[src/hw/rtl/assert_macros.svh]
// assertion macros shared by the rtl modules
// no dependencies; the synthesis view leaves every macro empty
`ifndef ASSERT_MACROS_SVH
`define ASSERT_MACROS_SVH
`ifndef SYNTHESIS
// property must hold at every clock edge outside reset
`define ASSERT_CLK(label, clk, rst, prop) \
   label: assert property (@(posedge clk) disable iff (rst) prop) \
      else $error("assertion failed");
// condition must never be seen outside reset
`define ASSERT_NEVER(label, clk, rst, prop) \
   label: assert property (@(posedge clk) disable iff (rst) !(prop)) \
      else $error("forbidden condition seen");
`else
`define ASSERT_CLK(label, clk, rst, prop)
`define ASSERT_NEVER(label, clk, rst, prop)
`endif
`endif

[src/hw/rtl/itpr_pkg.sv]
// types, codes and helpers for the infix to postfix reorder block
// no dependencies; used by every module of the block
`default_nettype none

package itpr_pkg;

   localparam int STACK_DEPTH       = 32;
   localparam int PRECEDENCE_LEVELS = 4;
   localparam int VALUE_WIDTH       = 32;
   localparam int QUEUE_DEPTH       = 2;

   localparam int LEVEL_WIDTH = 2;
   localparam int PREC_WIDTH  = 12;
   localparam int COUNT_WIDTH = $clog2(STACK_DEPTH + 1);
   localparam int ADDR_WIDTH  = $clog2(STACK_DEPTH);

   localparam logic [PREC_WIDTH-1:0] PREC_RESET = 12'd3732;

   localparam logic [1:0] OPERATION_OPERAND  = 2'd0;
   localparam logic [1:0] OPERATION_OPERATOR = 2'd1;
   localparam logic [1:0] OPERATION_END      = 2'd2;

   localparam logic [2:0] OP_OPEN      = 3'd0;
   localparam logic [2:0] OP_CLOSE     = 3'd1;
   localparam logic [2:0] FIRST_BINARY = 3'd2;

   localparam logic [2:0] KIND_LITERAL  = 3'd0;
   localparam logic [2:0] KIND_VARIABLE = 3'd1;
   localparam logic [2:0] KIND_OPERATOR = 3'd2;
   localparam logic [2:0] KIND_END      = 3'd3;
   localparam logic [2:0] KIND_ERROR    = 3'd4;

   localparam logic [1:0] ERR_NONE      = 2'd0;
   localparam logic [1:0] ERR_UNMATCHED = 2'd1;
   localparam logic [1:0] ERR_UNCLOSED  = 2'd2;
   localparam logic [1:0] ERR_OVERFLOW  = 2'd3;

   typedef struct packed {
      logic [1:0]             operation;
      logic [2:0]             operator_code;
      logic                   operand_is_variable;
      logic [VALUE_WIDTH-1:0] operand_value;
   } req_type;

   typedef struct packed {
      logic [2:0]             token_kind;
      logic [2:0]             out_operator;
      logic [VALUE_WIDTH-1:0] out_value;
      logic [1:0]             error_code;
      logic                   last_of_run;
   } rsp_type;

   typedef enum logic [2:0] {
      CMD_OPERAND,
      CMD_OPEN,
      CMD_CLOSE,
      CMD_BINARY,
      CMD_END
   } cmd_kind_type;

   typedef struct packed {
      cmd_kind_type           kind;
      logic [2:0]             code;
      logic [LEVEL_WIDTH-1:0] level;
      logic                   is_var;
      logic [VALUE_WIDTH-1:0] value;
   } cmd_type;

   // binding level of an operator code, clamped to the top level
   function automatic logic [LEVEL_WIDTH-1:0] level_of(
      input logic [2:0]            code,
      input logic [PREC_WIDTH-1:0] prec
   );
      logic [LEVEL_WIDTH-1:0] lvl;
      lvl = LEVEL_WIDTH'(PRECEDENCE_LEVELS - 1);
      if (code >= FIRST_BINARY) begin
         lvl = LEVEL_WIDTH'(prec >> {code - FIRST_BINARY, 1'b0});
      end
      if (int'(lvl) >= PRECEDENCE_LEVELS) begin
         lvl = LEVEL_WIDTH'(PRECEDENCE_LEVELS - 1);
      end
      return lvl;
   endfunction

endpackage

`default_nettype wire

[src/hw/rtl/itpr_front.sv]
// front end: classifies each accepted item into a stack command
// depends on itpr_pkg
`default_nettype none

module itpr_front (
   input  wire logic                          req_valid,
   input  wire itpr_pkg::req_type             req_data,
   input  wire logic [itpr_pkg::PREC_WIDTH-1:0] prec,
   output logic                               cmd_valid,
   output itpr_pkg::cmd_type                  cmd_data
);

   always_comb begin
      cmd_valid       = 1'b0;
      cmd_data.kind   = itpr_pkg::CMD_OPERAND;
      cmd_data.code   = req_data.operator_code;
      cmd_data.level  = itpr_pkg::level_of(req_data.operator_code, prec);
      cmd_data.is_var = req_data.operand_is_variable;
      cmd_data.value  = req_data.operand_value;
      unique case (req_data.operation)
         itpr_pkg::OPERATION_OPERAND: begin
            cmd_valid     = req_valid;
            cmd_data.kind = itpr_pkg::CMD_OPERAND;
         end
         itpr_pkg::OPERATION_OPERATOR: begin
            cmd_valid = req_valid;
            unique case (req_data.operator_code)
               itpr_pkg::OP_OPEN:  cmd_data.kind = itpr_pkg::CMD_OPEN;
               itpr_pkg::OP_CLOSE: cmd_data.kind = itpr_pkg::CMD_CLOSE;
               default:            cmd_data.kind = itpr_pkg::CMD_BINARY;
            endcase
         end
         itpr_pkg::OPERATION_END: begin
            cmd_valid     = req_valid;
            cmd_data.kind = itpr_pkg::CMD_END;
         end
         default: begin
            // undefined operation: item is dropped
            cmd_valid = 1'b0;
         end
      endcase
   end

endmodule

`default_nettype wire

[src/hw/rtl/itpr_queue.sv]
// short command queue between the front and back ends
// depends on itpr_pkg
`default_nettype none

module itpr_queue (
   input  wire logic              clock,
   input  wire logic              reset,
   input  wire logic              push_valid,
   output logic                   push_stall,
   input  wire itpr_pkg::cmd_type push_data,
   output logic                   pop_valid,
   input  wire logic              pop_take,
   output itpr_pkg::cmd_type      pop_data
);

   localparam int PTR_WIDTH = $clog2(itpr_pkg::QUEUE_DEPTH);
   localparam int CNT_WIDTH = $clog2(itpr_pkg::QUEUE_DEPTH + 1);

   itpr_pkg::cmd_type      entry_ff [itpr_pkg::QUEUE_DEPTH];
   logic [PTR_WIDTH-1:0]   wr_ptr_ff, wr_ptr_in;
   logic [PTR_WIDTH-1:0]   rd_ptr_ff, rd_ptr_in;
   logic [CNT_WIDTH-1:0]   fill_ff, fill_in;
   logic                   do_push, do_pop;

   assign push_stall = (fill_ff == CNT_WIDTH'(itpr_pkg::QUEUE_DEPTH));
   assign pop_valid  = (fill_ff != '0);
   assign pop_data   = entry_ff[rd_ptr_ff];
   assign do_push    = push_valid && !push_stall;
   assign do_pop     = pop_valid && pop_take;

   always_comb begin
      wr_ptr_in = wr_ptr_ff;
      rd_ptr_in = rd_ptr_ff;
      fill_in   = fill_ff;
      if (do_push) begin
         wr_ptr_in = (wr_ptr_ff == PTR_WIDTH'(itpr_pkg::QUEUE_DEPTH - 1)) ? '0
                   : wr_ptr_ff + PTR_WIDTH'(1);
      end
      if (do_pop) begin
         rd_ptr_in = (rd_ptr_ff == PTR_WIDTH'(itpr_pkg::QUEUE_DEPTH - 1)) ? '0
                   : rd_ptr_ff + PTR_WIDTH'(1);
      end
      if (do_push && !do_pop) begin
         fill_in = fill_ff + CNT_WIDTH'(1);
      end else if (do_pop && !do_push) begin
         fill_in = fill_ff - CNT_WIDTH'(1);
      end
   end

   always_ff @(posedge clock) begin
      if (do_push) begin
         entry_ff[wr_ptr_ff] <= push_data;
      end
      if (reset) begin
         wr_ptr_ff <= '0;
         rd_ptr_ff <= '0;
         fill_ff   <= '0;
      end else begin
         wr_ptr_ff <= wr_ptr_in;
         rd_ptr_ff <= rd_ptr_in;
         fill_ff   <= fill_in;
      end
   end

endmodule

`default_nettype wire

[src/hw/rtl/itpr_back.sv]
// back end: operator stack, pop sequencer and result register
// depends on itpr_pkg and assert_macros.svh
`default_nettype none
`include "assert_macros.svh"

module itpr_back (
   input  wire logic                            clock,
   input  wire logic                            reset,
   input  wire logic [itpr_pkg::PREC_WIDTH-1:0] prec,
   input  wire logic                            q_valid,
   input  wire itpr_pkg::cmd_type               q_data,
   output logic                                 q_take,
   output logic                                 rsp_valid,
   input  wire logic                            rsp_stall,
   output itpr_pkg::rsp_type                    rsp_data
);

   localparam int CW = itpr_pkg::COUNT_WIDTH;
   localparam int AW = itpr_pkg::ADDR_WIDTH;

   typedef enum logic {S_RUN, S_FLUSH} state_type;

   state_type          state_ff, state_in;
   logic [CW-1:0]      stack_count_ff, stack_count_in;
   logic               pend_valid_ff, pend_valid_in;
   itpr_pkg::rsp_type  pend_ff, pend_in;
   logic               rsp_valid_ff, rsp_valid_in;
   itpr_pkg::rsp_type  rsp_data_ff, rsp_data_in;

   logic [2:0]         stack_mem [itpr_pkg::STACK_DEPTH];
   logic [2:0]         top_ff;
   logic [AW-1:0]      wr_addr, rd_addr;

   logic                              out_free, step_en;
   logic                              empty, full;
   logic [itpr_pkg::LEVEL_WIDTH-1:0]  top_level;
   logic                              new_valid, done, pop, push, clear;
   itpr_pkg::rsp_type                 new_r;
   logic                              out_load;

   assign out_free  = !rsp_valid_ff || !rsp_stall;
   assign step_en   = (state_ff == S_RUN) && q_valid && out_free;
   assign empty     = (stack_count_ff == '0);
   assign full      = (stack_count_ff == CW'(itpr_pkg::STACK_DEPTH));
   assign top_level = itpr_pkg::level_of(top_ff, prec);
   assign q_take    = step_en && done;
   assign rsp_valid = rsp_valid_ff;
   assign rsp_data  = rsp_data_ff;

   // one stack step per cycle while the queue holds a command, the result register is free and no flush is under way
   always_comb begin
      new_valid = 1'b0;
      new_r     = '0;
      done      = 1'b0;
      pop       = 1'b0;
      push      = 1'b0;
      clear     = 1'b0;
      if (step_en) begin
         unique case (q_data.kind)
            itpr_pkg::CMD_OPERAND: begin
               new_valid        = 1'b1;
               new_r.token_kind = q_data.is_var ? itpr_pkg::KIND_VARIABLE
                                                : itpr_pkg::KIND_LITERAL;
               new_r.out_value  = q_data.value;
               done             = 1'b1;
            end
            itpr_pkg::CMD_OPEN: begin
               done = 1'b1;
               if (full) begin
                  clear            = 1'b1;
                  new_valid        = 1'b1;
                  new_r.token_kind = itpr_pkg::KIND_ERROR;
                  new_r.error_code = itpr_pkg::ERR_OVERFLOW;
               end else begin
                  push = 1'b1;
               end
            end
            itpr_pkg::CMD_CLOSE: begin
               if (empty) begin
                  new_valid        = 1'b1;
                  new_r.token_kind = itpr_pkg::KIND_ERROR;
                  new_r.error_code = itpr_pkg::ERR_UNMATCHED;
                  done             = 1'b1;
               end else if (top_ff == itpr_pkg::OP_OPEN) begin
                  pop  = 1'b1;
                  done = 1'b1;
               end else begin
                  new_valid          = 1'b1;
                  new_r.token_kind   = itpr_pkg::KIND_OPERATOR;
                  new_r.out_operator = top_ff;
                  pop                = 1'b1;
               end
            end
            itpr_pkg::CMD_BINARY: begin
               if (!empty && top_ff != itpr_pkg::OP_OPEN && top_level <= q_data.level) begin
                  new_valid          = 1'b1;
                  new_r.token_kind   = itpr_pkg::KIND_OPERATOR;
                  new_r.out_operator = top_ff;
                  pop                = 1'b1;
               end else begin
                  done = 1'b1;
                  if (full) begin
                     clear            = 1'b1;
                     new_valid        = 1'b1;
                     new_r.token_kind = itpr_pkg::KIND_ERROR;
                     new_r.error_code = itpr_pkg::ERR_OVERFLOW;
                  end else begin
                     push = 1'b1;
                  end
               end
            end
            itpr_pkg::CMD_END: begin
               if (empty) begin
                  new_valid        = 1'b1;
                  new_r.token_kind = itpr_pkg::KIND_END;
                  done             = 1'b1;
               end else if (top_ff == itpr_pkg::OP_OPEN) begin
                  clear            = 1'b1;
                  new_valid        = 1'b1;
                  new_r.token_kind = itpr_pkg::KIND_ERROR;
                  new_r.error_code = itpr_pkg::ERR_UNCLOSED;
                  done             = 1'b1;
               end else begin
                  new_valid          = 1'b1;
                  new_r.token_kind   = itpr_pkg::KIND_OPERATOR;
                  new_r.out_operator = top_ff;
                  pop                = 1'b1;
               end
            end
            default: begin
               done = 1'b1;
            end
         endcase
      end
   end

   always_comb begin
      stack_count_in = stack_count_ff;
      if (clear) begin
         stack_count_in = '0;
      end else if (pop) begin
         stack_count_in = stack_count_ff - CW'(1);
      end else if (push) begin
         stack_count_in = stack_count_ff + CW'(1);
      end
      wr_addr = AW'(stack_count_ff);
      rd_addr = (stack_count_in == '0) ? '0 : AW'(stack_count_in - CW'(1));
   end

   // one result held back so the last of a run can be flagged
   always_comb begin
      out_load      = 1'b0;
      rsp_data_in   = pend_ff;
      rsp_data_in.last_of_run = 1'b0;
      pend_in       = pend_ff;
      pend_valid_in = pend_valid_ff;
      state_in      = state_ff;
      if (state_ff == S_FLUSH) begin
         if (out_free) begin
            out_load                = 1'b1;
            rsp_data_in.last_of_run = 1'b1;
            pend_valid_in           = 1'b0;
            state_in                = S_RUN;
         end
      end else if (step_en) begin
         if (new_valid && pend_valid_ff) begin
            out_load      = 1'b1;
            pend_in       = new_r;
            pend_valid_in = 1'b1;
            if (done) begin
               state_in = S_FLUSH;
            end
         end else if (new_valid) begin
            if (done) begin
               out_load                = 1'b1;
               rsp_data_in             = new_r;
               rsp_data_in.last_of_run = 1'b1;
            end else begin
               pend_in       = new_r;
               pend_valid_in = 1'b1;
            end
         end else if (done && pend_valid_ff) begin
            out_load                = 1'b1;
            rsp_data_in.last_of_run = 1'b1;
            pend_valid_in           = 1'b0;
         end
      end
      rsp_valid_in = out_load ? 1'b1 : (rsp_valid_ff && rsp_stall);
   end

   // stack memory with registered top read, write forwarded
   always_ff @(posedge clock) begin
      if (push) begin
         stack_mem[wr_addr] <= q_data.code;
      end
      if (push && wr_addr == rd_addr) begin
         top_ff <= q_data.code;
      end else begin
         top_ff <= stack_mem[rd_addr];
      end
   end

   always_ff @(posedge clock) begin
      pend_ff <= pend_in;
      if (out_load) begin
         rsp_data_ff <= rsp_data_in;
      end
      if (reset) begin
         state_ff       <= S_RUN;
         stack_count_ff <= '0;
         pend_valid_ff  <= 1'b0;
         rsp_valid_ff   <= 1'b0;
      end else begin
         state_ff       <= state_in;
         stack_count_ff <= stack_count_in;
         pend_valid_ff  <= pend_valid_in;
         rsp_valid_ff   <= rsp_valid_in;
      end
   end

   `ASSERT_NEVER(a_flush_has_pend, clock, reset, state_ff == S_FLUSH && !pend_valid_ff)
   `ASSERT_CLK(a_idle_no_pend, clock, reset, (state_ff == S_RUN && !q_valid) |-> !pend_valid_ff)
   `ASSERT_CLK(a_push_grows, clock, reset, push |=> stack_count_ff == $past(stack_count_ff) + CW'(1))
   `ASSERT_CLK(a_final_kinds_last, clock, reset, (rsp_valid_ff && (rsp_data_ff.token_kind == itpr_pkg::KIND_ERROR || rsp_data_ff.token_kind == itpr_pkg::KIND_END)) |-> rsp_data_ff.last_of_run)
   `ASSERT_NEVER(a_count_range, clock, reset, stack_count_ff > CW'(itpr_pkg::STACK_DEPTH))

endmodule

`default_nettype wire

[src/hw/rtl/infix_to_postfix_reorder_top.sv]
// top level of the infix to postfix reorder block: precedence register,
// front end, command queue and back end; depends on itpr_pkg and the itpr modules
//
//   channel  direction  handshake            payload
//   req      in         req_valid/req_stall  itpr_pkg::req_type
//   rsp      out        rsp_valid/rsp_stall  itpr_pkg::rsp_type
//   csr      in         csr_write_enable     12-bit precedence map
//
// an item passes through the combinational front end into the queue, then the back end
// takes stack steps: one per operand, open, push, paren pop or end, one more per operator popped
// the back end enters a flush state when a run ends with two results still to hand over
// reset clears the stack count, queue and result valid flag; no clearing pass
// a stalled result holds the back end while the front end keeps filling the queue
`default_nettype none

module infix_to_postfix_reorder_top (
   input  wire logic                            clock,
   input  wire logic                            reset,
   input  wire logic                            req_valid,
   output logic                                 req_stall,
   input  wire itpr_pkg::req_type               req_data,
   output logic                                 rsp_valid,
   input  wire logic                            rsp_stall,
   output itpr_pkg::rsp_type                    rsp_data,
   input  wire logic                            csr_write_enable,
   input  wire logic [itpr_pkg::PREC_WIDTH-1:0] csr_write_data
);

   logic [itpr_pkg::PREC_WIDTH-1:0] prec_ff;
   logic                            cmd_valid;
   itpr_pkg::cmd_type               cmd_data;
   logic                            q_valid, q_take;
   itpr_pkg::cmd_type               q_data;

   always_ff @(posedge clock) begin
      if (reset) begin
         prec_ff <= itpr_pkg::PREC_RESET;
      end else if (csr_write_enable) begin
         prec_ff <= csr_write_data;
      end
   end

   itpr_front u_front (
      .req_valid (req_valid),
      .req_data  (req_data),
      .prec      (prec_ff),
      .cmd_valid (cmd_valid),
      .cmd_data  (cmd_data)
   );

   itpr_queue u_queue (
      .clock      (clock),
      .reset      (reset),
      .push_valid (cmd_valid),
      .push_stall (req_stall),
      .push_data  (cmd_data),
      .pop_valid  (q_valid),
      .pop_take   (q_take),
      .pop_data   (q_data)
   );

   itpr_back u_back (
      .clock     (clock),
      .reset     (reset),
      .prec      (prec_ff),
      .q_valid   (q_valid),
      .q_data    (q_data),
      .q_take    (q_take),
      .rsp_valid (rsp_valid),
      .rsp_stall (rsp_stall),
      .rsp_data  (rsp_data)
   );

endmodule

`default_nettype wire
[config.mk]
export PLATFORM = sky130hd
export DESIGN_NAME = infix_to_postfix_reorder_top
export DESIGN_NICKNAME = d
export VERILOG_FILES = /design/src/hw/rtl/itpr_pkg.sv /design/src/hw/rtl/itpr_front.sv /design/src/hw/rtl/itpr_queue.sv /design/src/hw/rtl/itpr_back.sv /design/src/hw/rtl/infix_to_postfix_reorder_top.sv
export VERILOG_INCLUDE_DIRS = /design/src /design/src/hw/rtl
export SDC_FILE = /design/constraint.sdc
export NUM_CORES = 1
export LEC_CHECK = 0
export BUFFER_PORTS_ARGS = -buffer_cell sky130_fd_sc_hd__buf_2
export CAP_MARGIN = 30
export CORE_MARGIN = 5
export CORE_UTILIZATION = 64
export CTS_CLUSTER_SIZE = 10
export DETAILED_ROUTE_END_ITERATION = 8
export MAX_ROUTING_LAYER = met4
export PLACE_DENSITY = 0.87
export SLEW_MARGIN = 5
export SYNTH_ARGS = -nofsm -noshare
export SYNTH_HDL_FRONTEND = slang
export SYNTH_SLANG_ARGS = --single-unit
[constraint.sdc]
create_clock -name clock -period 15.5 [get_ports clock]
set_clock_uncertainty 0.2 [all_clocks]
set_input_delay 2.325 -clock clock [delete_from_list [all_inputs] [get_ports clock]]
set_output_delay 2.325 -clock clock [all_outputs]
set_load 0.01 [all_outputs]
==> flow_summary.ini, run 1 <==
[grt]
grt_pass1_vias = 6841
grt_overflow = 0
grt_usage_pct = 22.61
grt_start_max_net_pins = 44
antenna_found_initial = 0
grt_pass1_wl_um = 37120

[sta]
worstMarginPinSlew_ps = 796.1
period_needed_ps = 6330
setup-violations-final = 0
finalCritPeriodShare_pct = 40.84
fmax_mhz = 158.0
fin_ws_ps = 9170
slew_headroom_pct = 46.61
hold_viol_final = 0
slew_violations = 0
rsz0062_at_grt = no
tns_ps = 0

[finish]
area_growth_pct = 14.67
final_nets = 908
drive_gt1_share_pct = 23.12

[logic_synthesis]
netlist.top_cell.by_area = edfxtp_1
synth_edf_count = 259
netlist_instances = 727
ys.flop_type = edfxtp_1
synth_area_leaders = edfxtp_1 65%, mux4_2 6.1%, dfxtp_1 5.2%
syn_area_um2 = 11880
yosys.area.top_type_share_pct = 65.46
ys_types = 53
ys_warn_count = 0
async_flop_share_pct = 0
seq_area_frac_synth_pct = 70.68
post_synth.cell_area_avg_um2 = 16.34
syn_nets = 796
synth-seq-cells = 290

[placed_design]
dpl.hpwl_um = 15260
portBuffers = 97
dp_slack_ps = 9146
place_congestion = 0.8786

[hold_path]
hold_depth = 2
min_path_type = flop to flop

[clock_tree]
cts_root_buf = clkbuf_16
cts_max_path_buffers = 3
post_cts_buffers = 0
tritoncts = done
cts_buffers = 35
cts_resized = 0
cts_max_level = 2
clock_sinks = 290
cts_hold_buffers = 0
clk_pin_slew_ps = 60
clkLatencyLatePin_ps = 500

[drt]
drt_wl_total_um = 23520
drc = 0
postRouteAntennaNets = 0
post_drt_wl_per_cell_um = 21.48
drt_iter0_markers = 475
routed_via_density = 6.024
vias = 6596
dr.pass1.iters = 4

[floorplanning]
row_count = 49
die_y_um = 146.3
die_w_um = 146.3
die_area_um2 = 21390
io-pin-count = 98
start_util_pct = 65.47
coreArea_um2 = 18150

[critical_path]
crit_top_cell = ha_1
cp_data_arrival_time_ps = 6550
cp_cell_sequence = buf_4 > mux4_2 > mux4_2 > mux2i_1 > ha_1 > or2_2 > o211ai_1 > ha_1 > nor2b_1 > o21ai_0 > a31oi_1 > a21o_1 > a211oi_1 > nor2_1 > xnor2_1 > nand2_1 > ha_1 > inv_1 > a221oi_2 > a32o_2 > a31oi_1
slowest_delay_ps = 650
setup.worst_path.end_class = flop
critPathKind = flop to flop
startpoint_type = flop
slowest_stage = a211oi_1
crit_required_ps = 15720
critPathMaxFanout = 24
rr_worst_depth = 21

[power_and_ir_drop]
total_power_mw = 2.546
leakagePower_nw = 4.784
power.density_nw_per_um2 = 186.9
ir_drop_v = 0.0001268

[run]
cap_violations = 0

[run_status]
status = finished clean
[cells by family (layout without fill, tap and decap cells)]
logic type	Yosys count	after routing	synth area share, %
AO/OA/AOI/OAI	65	65	3.717
buffers and inverters	39	177	1.580
flip-flops	290	290	70.68
AND/OR/NAND/NOR	183	183	7.066
multiplexers	128	128	14.83
XOR/XNOR	8	8	0.6530
adder cells (fa/ha/maj)	14	14	1.474
other	0	1	0
[power by group]
part	internal, mW	switching, mW
combinational	0.311	0.431
clock	0.425	0.289
sequential	1.03	0.0598
[per-stage QoR]
step                hold slack [ps]  cells  util (%)  area [um^2]
global route                  344.9   1094     75.06        13620
global placement              265.1   1028     69.20        12560
finish                        310.2   1095     75.08        13620
floorplan                     258.5    727         -        11880
detailed placement            286.5   1029     69.35        12590
CTS                           294.4   1092     74.87        13590
[routing by layer]
layer | vias to the layer above | share of wire (%) | GRT usage, %
met2 | 252 | 52 | 37.49
met5 | - | 0 | -
met1 | 3294 | 39 | 28.47
met4 | 0 | 1.8 | 5.974
met3 | 34 | 7.1 | 5.361
li1 | 3016 | - | -
[registers in the layout, indices dropped and copies added (netlist names), named ones only]
register and count:
u_queue.rd_ptr_ff 1, u_queue.fill_ff 2, u_queue.wr_ptr_ff 1, u_back.pend_valid_ff 1, u_back.stack_mem 96, u_back.pend_ff 40
u_back.stack_count_ff 6, prec_ff 12, u_back.state_ff 1, u_back.rsp_valid 1, u_queue.entry_ff 82, u_back.rsp_data 41
[worst paths after layout]
path	start	endpoint	slack [ps]
min reg2reg	u_back.state_ff$_SDFF_PP0_	u_back.state_ff$_SDFF_PP0_	310
max reg2reg	flop	flop	9170
max	flop	flop	9170
min	u_back.state_ff$_SDFF_PP0_	u_back.state_ff$_SDFF_PP0_	310
[synthesized netlist by cell type, types with 12 or more instances]
cell	number
a21oi_1	13
nor2b_1	12
nor2_1	98
dfxtp_1	31
ha_1	14
mux2i_1	50
mux4_2	32
edfxtp_1	259
o21ai_0	13
mux2_1	37
nand2_1	22
clkbuf_1	17
[critical path: cells and delay by family, from the launching register on]
kind                     cells  cell delay [ps]
AO/OA/AOI/OAI                8             2100
multiplexers                 3             1400
adder cells (fa/ha/maj)      3              840
AND/OR/NAND/NOR              4              670
buffers and inverters        2              500
flip-flops                   1              310
XOR/XNOR                     1              230
[final cells by class]
class	instances	area [um^2]
diodes	1	2.502
clock buffers	59	965.9
clock inverters	4	35.03
fillers	1037	4523
inverters	8	30.03
multi-input cells	398	3312
flip-flops and latches	290	8399
well taps	229	286.5
repair buffers	106	593.1
[cell usage in the layout, fill, tap and decap left out, types with 3 or more instances in the layout]
master / n
edfxtp_1: 259
nor2_1: 98
buf_2: 97
mux2i_1: 50
mux2_1: 37
clkbuf_16: 35
mux4_2: 32
dfxtp_1: 30
clkbuf_1: 24
nand2_1: 21
ha_1: 14
o21ai_0: 13
a21oi_1: 13
nor2b_1: 11
nor3_1: 9
a211o_1: 9
inv_1: 8
and2_1: 8
or3_1: 8
mux2_2: 7
nand3_1: 6
buf_4: 6
o21ai_1: 5
nand3b_1: 4
a31oi_1: 4
nand2b_1: 4
xor2_1: 4
inv_6: 4
or2_2: 3
a21o_1: 3
a211oi_1: 3
xnor2_1: 3
Note: power is estimated with default switching activity, not from simulation.
==> inputs of run 2 (changes only) <==
--- a/config.mk
+++ b/config.mk
@@ -6,14 +6,15 @@
 export SDC_FILE = /design/constraint.sdc
 export NUM_CORES = 1
 export LEC_CHECK = 0
+export ABC_AREA = 1
 export BUFFER_PORTS_ARGS = -buffer_cell sky130_fd_sc_hd__buf_2
 export CAP_MARGIN = 30
 export CORE_MARGIN = 5
-export CORE_UTILIZATION = 64
+export CORE_UTILIZATION = 60
 export CTS_CLUSTER_SIZE = 10
 export DETAILED_ROUTE_END_ITERATION = 8
 export MAX_ROUTING_LAYER = met4
-export PLACE_DENSITY = 0.87
+export PLACE_DENSITY = 0.83
 export SLEW_MARGIN = 5
 export SYNTH_ARGS = -nofsm -noshare
 export SYNTH_HDL_FRONTEND = slang
==> constraint.sdc (replaced) <==
create_clock -name clock -period 6.3 [get_ports clock]
set_clock_uncertainty 0.2 [all_clocks]
set_input_delay 0.945 -clock clock [delete_from_list [all_inputs] [get_ports clock]]
set_output_delay 0.945 -clock clock [all_outputs]
set_load 0.01 [all_outputs]
==> flow_summary.ini, run 2 <==
[sta]
fmax_mhz = 179.5
slew_headroom_pct = 49.83
finalCritPeriodShare_pct = 88.43
period_needed_ps = 5571
slew_violations = 0
tns_ps = 0
worstMarginPinSlew_ps = 751.5
rsz0062_at_grt = no
fin_ws_ps = 728.9
setup-violations-final = 0
hold_viol_final = 0

[logic_synthesis]
ys_warn_count = 0
ys.flop_type = edfxtp_1
ys_types = 33
synth-seq-cells = 290
syn_nets = 1190
seq_area_frac_synth_pct = 69.49
synth_area_leaders = edfxtp_1 64%, nand2_1 11%, dfxtp_1 5.1%
yosysMostFrequentCell = nand2_1
async_flop_share_pct = 0
netlist.top_cell.by_area = edfxtp_1
netlist_instances = 1121
synthTopCellsByCount = 369 x nand2_1, 259 x edfxtp_1, 117 x nand3_1
synth_edf_count = 259
syn_area_um2 = 12090
yosys.area.top_type_share_pct = 64.35
post_synth.cell_area_avg_um2 = 10.78

[clock_tree]
cts_max_path_buffers = 3
cts_root_buf = clkbuf_16
clock_sinks = 290
cts_buffers = 35
cts_max_level = 2
post_cts_buffers = 0
tritoncts = done
clk_pin_slew_ps = 50
cts_resized = 0
cts_hold_buffers = 0
clkLatencyLatePin_ps = 500

[power_and_ir_drop]
internal_power_mw = 4.380
power.density_nw_per_um2 = 490.6
comb_power_share_pct = 33.2
p_clk_share_pct = 25.9
leakagePower_nw = 5.501
seq_power_share_pct = 40.9
ir_drop_v = 0.0003227
power_switching_mw = 2.453
swShare_pct = 35.90

[placed_design]
dp_slack_ps = 800.1
dpl.hpwl_um = 16360
portBuffers = 97
dp.cells = 1457
place_congestion = 0.8863
placed_area_um2 = 12920

[critical_path]
cp_top_family = simple AND/OR/NAND/NOR gates
crit_buf_inv = 4
crit_required_ps = 6320
slowest_delay_ps = 550
startpoint_type = flop
critPathKind = flop to flop
setup.worst_path.end_class = flop
cp_data_arrival_time_ps = 5590
critPathMaxFanout = 48
crit_top_cell = nand2_1
slowest_stage = inv_2

[finish]
final_nets = 1293
fin_cells = 1522
final_cell_area_um2 = 13930
largest_reg_flops = 96
largest_register = u_back.stack_mem
area_growth_pct = 15.25
final_cell_mix = 368 x nand2_1, 259 x edfxtp_1, 117 x nand3_1, 97 x buf_2, 85 x nor2_1
fillers = 1376
drive_gt1_share_pct = 13.67
final_common_cell = nand2_1

[floorplanning]
io-pin-count = 98
coreArea_um2 = 20040
row_count = 52
die_area_um2 = 23080
start_util_pct = 60.31
die_y_um = 151.9
die_w_um = 151.9

[grt]
grt_pass1_vias = 8469
grt_usage_pct = 23.10
grt_start_max_net_pins = 49
grt_overflow = 0
met2_usage_pct = 37.70
grt_pass1_wl_um = 42240
grt_use_met1_pct = 29.44
met3_usage_pct = 3.385
top_usage_layer = met2
antenna_found_initial = 1

[drt]
postRouteAntennaNets = 0
drt_iter0_markers = 803
dr.pass1.iters = 5
vias = 8489
post_drt_wl_per_cell_um = 17.09
drc = 0
routed_via_density = 5.578
drt_wl_total_um = 26020

[run]
cap_violations = 0

[run_status]
status = finished clean

[hold_path]
min_path_type = flop to flop
## run 2: final timing paths
kind / startpoint / endpoint / slack (ps) / cells after the start
min: u_queue.rd_ptr_ff$_SDFFE_PP0P_ / u_queue.rd_ptr_ff$_SDFFE_PP0P_ / 280 / 1
min reg2reg: u_queue.rd_ptr_ff$_SDFFE_PP0P_ / u_queue.rd_ptr_ff$_SDFFE_PP0P_ / 280 / 1
max: flop / u_back.rsp_data[1]$_DFFE_PP_ / 730 / 25
max reg2reg: flop / u_back.rsp_data[1]$_DFFE_PP_ / 730 / 25
## run 2: per-layer routing
| metal | part of all wire [%] | wire length [um] |
|---|---|---|
| met5 | 0 | 0 |
| met4 | 3.2 | 836 |
| met3 | 7.4 | 1925 |
| met2 | 50 | 13020 |
| met1 | 39 | 10240 |
## run 2: kinds of logic after synthesis
kind of cell / count (synthesis) / synth area share (%)
AO/OA/AOI/OAI: 99 / 4.224
XOR/XNOR: 4 / 0.2899
adder cells (fa/ha/maj): 14 / 1.449
buffers and inverters: 109 / 3.738
flip-flops: 290 / 69.49
multiplexers: 1 / 0.08283
AND/OR/NAND/NOR: 604 / 20.73
## run 2: final cells by class
type | instances | area, um^2 | share of cell area, %
Multi-Input combinational cell | 722 | 3266 | 23.45
Clock inverter | 4 | 35.03 | 0.2515
Antenna cell | 1 | 2.502 | 0.01797
Sequential cell | 290 | 8398 | 60.29
Clock buffer | 60 | 969.7 | 6.962
Timing Repair Buffer | 110 | 675.6 | 4.851
Tap cell | 270 | 337.8 | 2.425
Inverter | 65 | 244.0 | 1.752
## run 2: metrics by stage
step / hold WS (ps) / util [%] / power, mW
finish: 277.8 / 69.51 / 6.833
global route: 297.4 / 69.51 / 7.249
CTS: 263.6 / 69.49 / 6.831
detailed placement: 256.5 / 64.48 / 5.051
global placement: 236.9 / 63.79 / 4.888
floorplan: 225.5 / - / 4.363
## run 2: power groups by stage
stage / sequential, mW / clock, mW / combinational (mW)
5_1_grt: 2.83 / 1.88 / 2.54
4_1_cts: 2.80 / 1.78 / 2.25
3_5_place_dp: 2.83 / 0 / 2.23
3_3_place_gp: 2.83 / 0 / 2.06
2_1_floorplan: 2.85 / 0 / 1.51
6_report: 2.80 / 1.77 / 2.27
==> inputs of run 3 (changes only) <==
--- a/config.mk
+++ b/config.mk
@@ -6,15 +6,14 @@
 export SDC_FILE = /design/constraint.sdc
 export NUM_CORES = 1
 export LEC_CHECK = 0
-export ABC_AREA = 1
 export BUFFER_PORTS_ARGS = -buffer_cell sky130_fd_sc_hd__buf_2
 export CAP_MARGIN = 30
-export CORE_MARGIN = 5
-export CORE_UTILIZATION = 60
+export CORE_MARGIN = 2
+export CORE_UTILIZATION = 59
 export CTS_CLUSTER_SIZE = 10
 export DETAILED_ROUTE_END_ITERATION = 8
 export MAX_ROUTING_LAYER = met4
-export PLACE_DENSITY = 0.83
+export PLACE_DENSITY = 0.82
 export SLEW_MARGIN = 5
 export SYNTH_ARGS = -nofsm -noshare
 export SYNTH_HDL_FRONTEND = slang
==> flow_summary.ini, run 3 (synthesis gave the netlist of run 1 again) <==
[run_status]
status = finished clean

[floorplanning]
row_count = 51
die_area_um2 = 21290
start_util_pct = 60.65
die_y_um = 145.9
coreArea_um2 = 19590
io-pin-count = 98
die_w_um = 145.9

[grt]
grt_pass1_wl_um = 37120
top_usage_layer = met2
grt_usage_pct = 22.90
grt_pass1_vias = 6994
met3_usage_pct = 3.950
grt_use_met1_pct = 28.10
antenna_found_initial = 0
met2_usage_pct = 39.10
grt_start_max_net_pins = 43
grt_overflow = 0

[critical_path]
slowest_delay_ps = 580
cp_cell_sequence = buf_12 > mux4_2 > mux4_2 > mux2i_1 > ha_1 > or2_2 > o211ai_1 > ha_1 > nor2b_1 > o21ai_0 > o21ai_0 > a311oi_2 > o21ai_1 > and2_1 > a211o_1 > ha_1 > inv_1 > a221oi_2 > a32o_2 > a31oi_1
crit_top_cell = ha_1
slowest_stage = mux4_2
crit_required_ps = 6530
r2r_slack_ps = 340
critPathMaxFanout = 24
startpoint_type = flop
setup.worst_path.end_class = flop
cp_top_family = compound AO/OA/AOI/OAI gates
crit_buf_inv = 2
critPathKind = flop to flop
cp_data_arrival_time_ps = 6190

[finish]
antenna_cells = 0
largest_register = u_back.stack_mem
final_common_cell = edfxtp_1
drive_gt1_share_pct = 23.76
final_cell_mix = 259 x edfxtp_1, 98 x nor2_1, 97 x buf_2, 50 x mux2i_1, 37 x mux2_1
area_growth_pct = 15.63
final_nets = 912
post-route-util_pct = 70.13
largest_reg_flops = 96

[drt]
dr.pass1.iters = 5
postRouteAntennaNets = 0
drt_wl_total_um = 23780
drt_iter0_markers = 589
post_drt_wl_per_cell_um = 21.01
routed_via_density = 5.917
vias = 6698
drc = 0

[sta]
period_needed_ps = 5961
tns_ps = 0
setup-violations-final = 0
timing.hold.ws_ps = 304.6
slew_violations = 0
hold_viol_final = 0
fmax_mhz = 167.8
fin_ws_ps = 338.8
rsz0062_at_grt = no
finalCritPeriodShare_pct = 94.62
slew_headroom_pct = 47.98
worstMarginPinSlew_ps = 772.1

[placed_design]
dpl.hpwl_um = 15290
place_congestion = 0.8830
dp_slack_ps = 251.7
portBuffers = 97

[clock_tree]
cts_max_level = 2
cts_hold_buffers = 0
clk_pin_slew_ps = 50
post_cts_buffers = 0
clock_sinks = 290
cts_max_path_buffers = 3
cts_buffers = 35
clkLatencyLatePin_ps = 510
cts_root_buf = clkbuf_16
tritoncts = done

[hold_path]
min_path_type = flop to flop

[power_and_ir_drop]
power.density_nw_per_um2 = 463.2
total_power_mw = 6.363
leakagePower_nw = 4.821
ir_drop_v = 0.0002735

[run]
cap_violations = 0
[run 3: cell types whose count changed in the layout (fill, tap and decap cells not counted), sizes merged, moves of 19 or more]
cell | before | now
o21ai | 37 | 18
inv | 67 | 9
mux2 | 0 | 44
a21oi | 56 | 13
mux4 | 0 | 32
mux2i | 1 | 52
nand2 | 373 | 22
nand3 | 119 | 6
[run 3: area by class of cell]
type / instances / area (um^2)
fill: 1228 / 5852
timing repair buffer: 110 / 620.6
tap: 265 / 331.6
clock inverter: 4 / 63.81
inverter: 8 / 30.03
clock buffer: 57 / 968.4
sequential: 290 / 8399
multi-input combinational: 398 / 3324
[run 3: final timing paths]
path | from | endpoint | depth (start not counted)
worst max-delay path | flop | flop | 20
worst min-delay path | u_queue.rd_ptr_ff$_SDFFE_PP0P_ | u_queue.rd_ptr_ff$_SDFFE_PP0P_ | 2
worst max register to register | flop | flop | 20
worst min register to register | u_queue.rd_ptr_ff$_SDFFE_PP0P_ | u_queue.rd_ptr_ff$_SDFFE_PP0P_ | 2
[run 3: report_power, final]
group / switching [mW] / total (mW) / internal [mW]
combinational: 1.09 / 1.89 / 0.798
clock: 0.727 / 1.79 / 1.06
sequential: 0.153 / 2.69 / 2.54
total: 1.97 / 6.36 / 4.39
[run 3: worst reg2reg max path: cells and delay by family (launching register included)]
family | cells | cell delay, ps
adders and majority gates | 3 | 780
DFF | 1 | 360
muxes | 3 | 1340
AOI/OAI and AO/OA | 9 | 2090
buffers and inverters | 2 | 350
and+or+nand+nor | 3 | 750
[run 3: what timing repair did]
item | in CTS | in global routing
resized for setup | 0 | 1
endpoints found under the hold margin | 0 | 0
setup endpoints to repair | 0 | 5
[run 3: routing by layer]
metal / vias to the layer above / share of wire [%]
li1: 3022 / -
met1: 3350 / 39
met2: 273 / 52
met3: 53 / 5.8
met4: 0 / 2.6
met5: - / 0
[run 3: per-stage QoR]
step / instances / area, um^2
final: 1132 / 13740
after global routing: 1132 / 13740
after CTS: 1132 / 13730
after detailed placement: 1071 / 12700
after global placement: 1070 / 12680
after floorplan: 727 / 11890
